File: config.mk
export PLATFORM = sky130hd
export DESIGN_NAME = mm_ctrl
export DESIGN_NICKNAME = d
export VERILOG_FILES = /design/src/rtl/mm_pkg.sv /design/src/rtl/mm_ctrl.sv
export SDC_FILE = /design/constraint.sdc
export NUM_CORES = 1
export LEC_CHECK = 0
export BUFFER_PORTS_ARGS = -buffer_cell sky130_fd_sc_hd__buf_4
export CAP_MARGIN = 20
export CORE_MARGIN = 8
export CORE_UTILIZATION = 45
export CTS_BUF_LIST = sky130_fd_sc_hd__clkbuf_4 sky130_fd_sc_hd__clkbuf_8
export CTS_CLUSTER_SIZE = 25
export DETAILED_ROUTE_END_ITERATION = 8
export PLACE_DENSITY = 0.63
export SLEW_MARGIN = 20
export SYNTH_ARGS = -nofsm -noshare
export SYNTH_HDL_FRONTEND = slang
export SYNTH_SLANG_ARGS = --single-unit
File: constraint.sdc
create_clock -name clk -period 2.2 [get_ports clk]
set_input_delay 0 -clock clk [delete_from_list [all_inputs] [get_ports clk]]
set_output_delay 0 -clock clk [all_outputs]
set_load 0.05 [all_outputs]
File: src/rtl/mm_pkg.sv
`timescale 1ns / 1ps

package mm_pkg;

    // Field widths fixed by the item formats
    localparam int ACTION_W  = 2;
    localparam int IDX_W     = 3;
    localparam int DATA_W    = 32;
    localparam int DIM_W     = 4;
    localparam int CFG_IDX_W = 2;
    localparam int TDATA_W   = 40;

    // Default matrix dimension limit
    localparam int MAX_DIM_DEF = 8;

    // Action codes carried in the input tuser
    localparam logic [ACTION_W-1:0] ACT_WR_A    = 2'd0;
    localparam logic [ACTION_W-1:0] ACT_WR_B    = 2'd1;
    localparam logic [ACTION_W-1:0] ACT_COMPUTE = 2'd2;

    // Configuration register indexes
    localparam logic [CFG_IDX_W-1:0] CFG_ROWS_A    = 2'd0;
    localparam logic [CFG_IDX_W-1:0] CFG_INNER_LEN = 2'd1;
    localparam logic [CFG_IDX_W-1:0] CFG_COLS_B    = 2'd2;

    // Dimension register reset value
    localparam logic [DIM_W-1:0] DIM_RESET = 4'd8;

    // Commands from the controller to the datapath
    typedef struct packed {
        logic             wr_a;       // write accepted element into A
        logic             wr_b;       // write accepted element into B
        logic             rd_en;      // read one A/B pair for the dot product
        logic             first;      // first term of a product element
        logic             acc_last;   // last term of a product element
        logic             elem_last;  // final element of the product matrix
        logic [IDX_W-1:0] row;
        logic [IDX_W-1:0] col;
        logic [IDX_W-1:0] k;
    } mm_cmd_t;

    // Status from the datapath to the controller
    typedef struct packed {
        logic busy;  // terms or a finished element still inside the datapath
    } mm_status_t;

endpackage

File: src/rtl/mm_ctrl.sv
`timescale 1ns / 1ps

module mm_ctrl #(
    parameter int MAX_DIM = mm_pkg::MAX_DIM_DEF
) (
    input  logic                          clk,
    input  logic                          rst_n,
    input  logic                          cfg_we,
    input  logic [mm_pkg::CFG_IDX_W-1:0]  cfg_index,
    input  logic [mm_pkg::DIM_W-1:0]      cfg_data,
    input  logic                          in_valid,
    output logic                          in_ready,
    input  logic [mm_pkg::ACTION_W-1:0]   in_action,
    output mm_pkg::mm_cmd_t               cmd,
    input  mm_pkg::mm_status_t            status
);

    import mm_pkg::*;

    typedef enum logic [1:0] {
        ST_IDLE,
        ST_ISSUE,
        ST_DRAIN
    } state_t;

    // Highest index for a dimension register, out-of-range values clamped
    function automatic logic [IDX_W-1:0] last_idx(input logic [DIM_W-1:0] dim);
        logic [IDX_W-1:0] r;
        if (dim == '0)
        begin
            r = '0;
        end
        else if (dim > DIM_W'(MAX_DIM))
        begin
            r = IDX_W'(MAX_DIM - 1);
        end
        else
        begin
            r = IDX_W'(dim - 1'b1);
        end
        return r;
    endfunction

    state_t           state_reg;
    logic [DIM_W-1:0] rows_a_reg;
    logic [DIM_W-1:0] inner_len_reg;
    logic [DIM_W-1:0] cols_b_reg;
    logic [IDX_W-1:0] nr_last_reg;
    logic [IDX_W-1:0] nk_last_reg;
    logic [IDX_W-1:0] nc_last_reg;
    logic [IDX_W-1:0] i_reg;
    logic [IDX_W-1:0] j_reg;
    logic [IDX_W-1:0] k_reg;

    logic accept;
    logic elem_last;
    logic term_last;

    assign in_ready  = (state_reg == ST_IDLE);
    assign accept    = in_valid && in_ready;
    assign elem_last = (i_reg == nr_last_reg) && (j_reg == nc_last_reg);
    assign term_last = (k_reg == nk_last_reg);

    // Commands to the datapath
    always_comb
    begin
        cmd           = '0;
        cmd.wr_a      = accept && (in_action == ACT_WR_A);
        cmd.wr_b      = accept && (in_action == ACT_WR_B);
        cmd.rd_en     = (state_reg == ST_ISSUE);
        cmd.first     = (k_reg == '0);
        cmd.acc_last  = term_last;
        cmd.elem_last = elem_last;
        cmd.row       = i_reg;
        cmd.col       = j_reg;
        cmd.k         = k_reg;
    end

    // Sequencer over rows, columns and terms
    always_ff @(posedge clk or negedge rst_n)
    begin
        if (!rst_n)
        begin
            state_reg     <= ST_IDLE;
            rows_a_reg    <= DIM_RESET;
            inner_len_reg <= DIM_RESET;
            cols_b_reg    <= DIM_RESET;
            nr_last_reg   <= '0;
            nk_last_reg   <= '0;
            nc_last_reg   <= '0;
            i_reg         <= '0;
            j_reg         <= '0;
            k_reg         <= '0;
        end
        else
        begin
            if (cfg_we)
            begin
                unique case (cfg_index)
                    CFG_ROWS_A:    rows_a_reg    <= cfg_data;
                    CFG_INNER_LEN: inner_len_reg <= cfg_data;
                    CFG_COLS_B:    cols_b_reg    <= cfg_data;
                    default:       ;
                endcase
            end

            unique case (state_reg)
                ST_IDLE:
                begin
                    if (accept && (in_action == ACT_COMPUTE))
                    begin
                        nr_last_reg <= last_idx(rows_a_reg);
                        nk_last_reg <= last_idx(inner_len_reg);
                        nc_last_reg <= last_idx(cols_b_reg);
                        i_reg       <= '0;
                        j_reg       <= '0;
                        k_reg       <= '0;
                        state_reg   <= ST_ISSUE;
                    end
                end
                ST_ISSUE:
                begin
                    if (term_last)
                    begin
                        k_reg     <= '0;
                        state_reg <= ST_DRAIN;
                    end
                    else
                    begin
                        k_reg <= k_reg + 1'b1;
                    end
                end
                ST_DRAIN:
                begin
                    if (!status.busy)
                    begin
                        if (elem_last)
                        begin
                            i_reg     <= '0;
                            j_reg     <= '0;
                            state_reg <= ST_IDLE;
                        end
                        else
                        begin
                            if (j_reg == nc_last_reg)
                            begin
                                j_reg <= '0;
                                i_reg <= i_reg + 1'b1;
                            end
                            else
                            begin
                                j_reg <= j_reg + 1'b1;
                            end
                            state_reg <= ST_ISSUE;
                        end
                    end
                end
                default:
                begin
                    state_reg <= ST_IDLE;
                end
            endcase
        end
    end

`ifndef SYNTHESIS
    // Datapath is empty whenever new items are taken
    assert property (@(posedge clk) disable iff (!rst_n)
        (state_reg == ST_IDLE) |-> !status.busy)
        else $error("datapath busy while idle");

    // Indexes stay within the latched dimensions
    assert property (@(posedge clk) disable iff (!rst_n)
        (state_reg != ST_IDLE) |-> ((k_reg <= nk_last_reg) && (j_reg <= nc_last_reg)
                                    && (i_reg <= nr_last_reg)))
        else $error("index beyond matrix dimension");
`endif

endmodule

==> metrics.txt <==
run status completed; share of final-layout standard cells stronger than drive strength 1 26.8%; number of remaining DRC errors 0; horizontal extent of the die 77.6 um; CP Data Arrival Time 1690 ps; gr ovfl total 0; final setup TNS 0 ps; commonest cells after routing, fill and taps aside dfrtp_1, buf_4, nand2_1, inv_1, o21ai_0; Slew HR 73.6%; Required @ worst endpoint 2200 ps; type of destination of the critical path output pin; Critical Path Source i_reg[0]; setup skew after layout 3.35 ps; number of gates resized after CTS 0; maximum VDD drop 0.540 mV; Port-buffer cells 28; Ys Warns 0; syn_nets 187; portion of the post-synthesis area used by sequential elements 47.1%; total iterations of the first detailed-routing run 4; number of buffers inserted by post-CTS setup repair 0; number of sinks handled by clock tree synthesis 32; standby leakage power 1.02 nW; setup repair after global routing missed its margin no; PwrDens 1250 nW/um^2; core region area 3660 sq um; post-CTS clock slew at the launch and capture registers of the worst setup and hold paths 70 ps; final slew viol count 0; largest fanout on the critical path 5; Startpoint Class flip-flop; area fraction in compound gates after synthesis 10.0%; Routed Antenna Nets 0; Synth async-reset ratio 100%; slowest stage delay, CP 430 ps; Die Y 77.6 um; share of the synthesized area in the top cell type 42.5%; number of buffers and inverters on the critical path 1; setup slack of the critical path after layout 513 ps; final hold slack 30.4 ps; CTS tree done; adder-cell area share of the yosys netlist 7.47%; #FFs+latches synth 32; effective utilization at floorplan 46.7%; worst slack at placement 730 ps; pin count of the biggest net entering global routing 33; Nets 224; cell with the largest stage delay on the worst path dfrtp_1; Hold Crit Start cfg_index[1]; most common library cell in the layout ignoring fill and taps dfrtp_1; minimum clock period after layout 1690 ps; combinational share of power 43.8%; number of antenna violations at the first check in global routing 0; total clock buffers created by CTS 5; weighted congestion at the end of routability-driven global placement 0.822; area delta synth->final 25.0%; Max H-tree Level 2; critical path's top delay family simple AND/OR/NAND/NOR gates; via count normalized by instance count 5.06; Post-Route Utilization 58.3%; iteration-0 DRC count of the detailed router 76; sequential power share 35.6%; vias in the first global route 1292; total of endpoints with negative setup slack in the final report 0; total of max-cap violations 0; worst hold-check path type primary input to flip-flop; cell types with the largest area share after synthesis dfrtp_1, mux2_2, ha_1; post-synthesis average cell area 10.2 sq um; post-synthesis mux area share 8.28%; full die area 6020 sq um; reg-to-reg startpoint j_reg[0]; all-layer global routing usage 11.4%; internal power 0.00157 W; Post-synth EDFFs 0; kind of critical path flip-flop to output pin; # diodes 0; largest family of logic cells by synthesized area simple AND/OR/NAND/NOR gates; first-pass GRT wire length 5710 um; Synth Area in Simple Gates 17.0%; power share of the clock group 20.5%; routed wire length 3170 um; final hold vios 0; number of cells produced by synthesis 167; Worst-Margin Slew 397 ps; worst-path cell chain xor2_1 -> nor3_1 -> nor2b_1 -> buf_4; switching part of the total power 41.3%; total number of vias 1280; maximum buffer depth of the clock tree 2; most common flop cell mapped by yosys dfrtp_1; ratio of final minimum period to clock period 76.7%; largest area contributor in the synthesized netlist dfrtp_1; I/O pin count 29; upper clock frequency limit 0.593 GHz; number of non-filler instances in the completed layout 253; Syn Std Cell Area 1710 sq um; setup slack, reg-to-reg 680 ps; standard-cell row count 22; xor and xnor fraction of the mapped netlist area 4.62%; placed cell count 239; post-synthesis cell type count 35; clock latency of the later-clocked register in the worst-skew pair 270 ps; average detailed-routed wire length per instance 12.5 um; Switching Power 0.00110 W; library cell used as clock root buffer clkbuf_8; DPL Wire Length 2460 um
## synth_stat cells (5+ instances only)
cell type,count
dfrtp_1,29
nand3_1,6
inv_1,17
xor2_1,6
nand2_1,19
nand2b_1,8
ha_1,7
o21ai_0,14
a21oi_1,5
mux2_2,9
o21ai_1,5
## path summary, 6_finish.rpt
check,endpoint,cells after the start
worst max-delay path,cmd[9],4
worst min-delay path,rows_a_reg[3],4
worst max register to register,i_reg[0],5
worst min register to register,nk_last_reg[0],2
max in group asynchronous,rows_a_reg[3],2
min in group asynchronous,inner_len_reg[1],2
## cell type report
type | instances | area [sq um]
fillers | 310 | 1530
multi-input cells | 114 | 825
flip-flops and latches | 32 | 805
repair buffers | 34 | 270
clock buffers | 5 | 68.8
inverters | 17 | 63.8
well taps | 48 | 60.1
clock inverters | 3 | 42.5
## logic make-up (layout without fill, tap and decap cells)
group | after synthesis | after routing
AND/OR/NAND/NOR | 52 | 52
flip-flops | 32 | 32
AO/OA/AOI/OAI | 30 | 30
buffers and inverters | 21 | 59
multiplexers | 12 | 12
adder cells (fa/ha/maj) | 11 | 11
XOR/XNOR | 9 | 9
## metal layers
metal | track usage (%) | wire [um] | part of all wire (%)
met1 | 12.7 | 1430 | 45
met2 | 18.6 | 1540 | 49
met3 | 5.53 | 181 | 5.7
met4 | 4.15 | 19 | 0.60
met5 | 0 | 0 | 0
## tightest hold or removal path, stage by stage
cell     delay [ps]
buf_4            90
nor3b_2          70
nand2_1          60
o21ai_0          70
## power groups by stage
| stage | clock network, W | logic (W) | registers, W |
|---|---|---|---|
| floorplan | 0 | 0.000754 | 0.00109 |
| global placement | 0 | 0.00115 | 0.000957 |
| detailed placement | 0 | 0.00117 | 0.000966 |
| CTS | 0.000565 | 0.00118 | 0.000955 |
| global route | 0.000594 | 0.00129 | 0.000983 |
| finish | 0.000548 | 0.00117 | 0.000953 |
## repair_timing
item | 4_1_cts | 5_1_grt
endpoints found under the hold margin | 45 | 0
setup endpoints to repair | 0 | 0
hold buffers | 6 | 0
## stage by stage
stage	power, W	area (sq um)
after floorplan	0.00184	1720
after global placement	0.00211	1960
after detailed placement	0.00214	1960
after CTS	0.00270	2130
after global routing	0.00287	2130
final	0.00267	2130
Power figures use the tool's default switching activity.
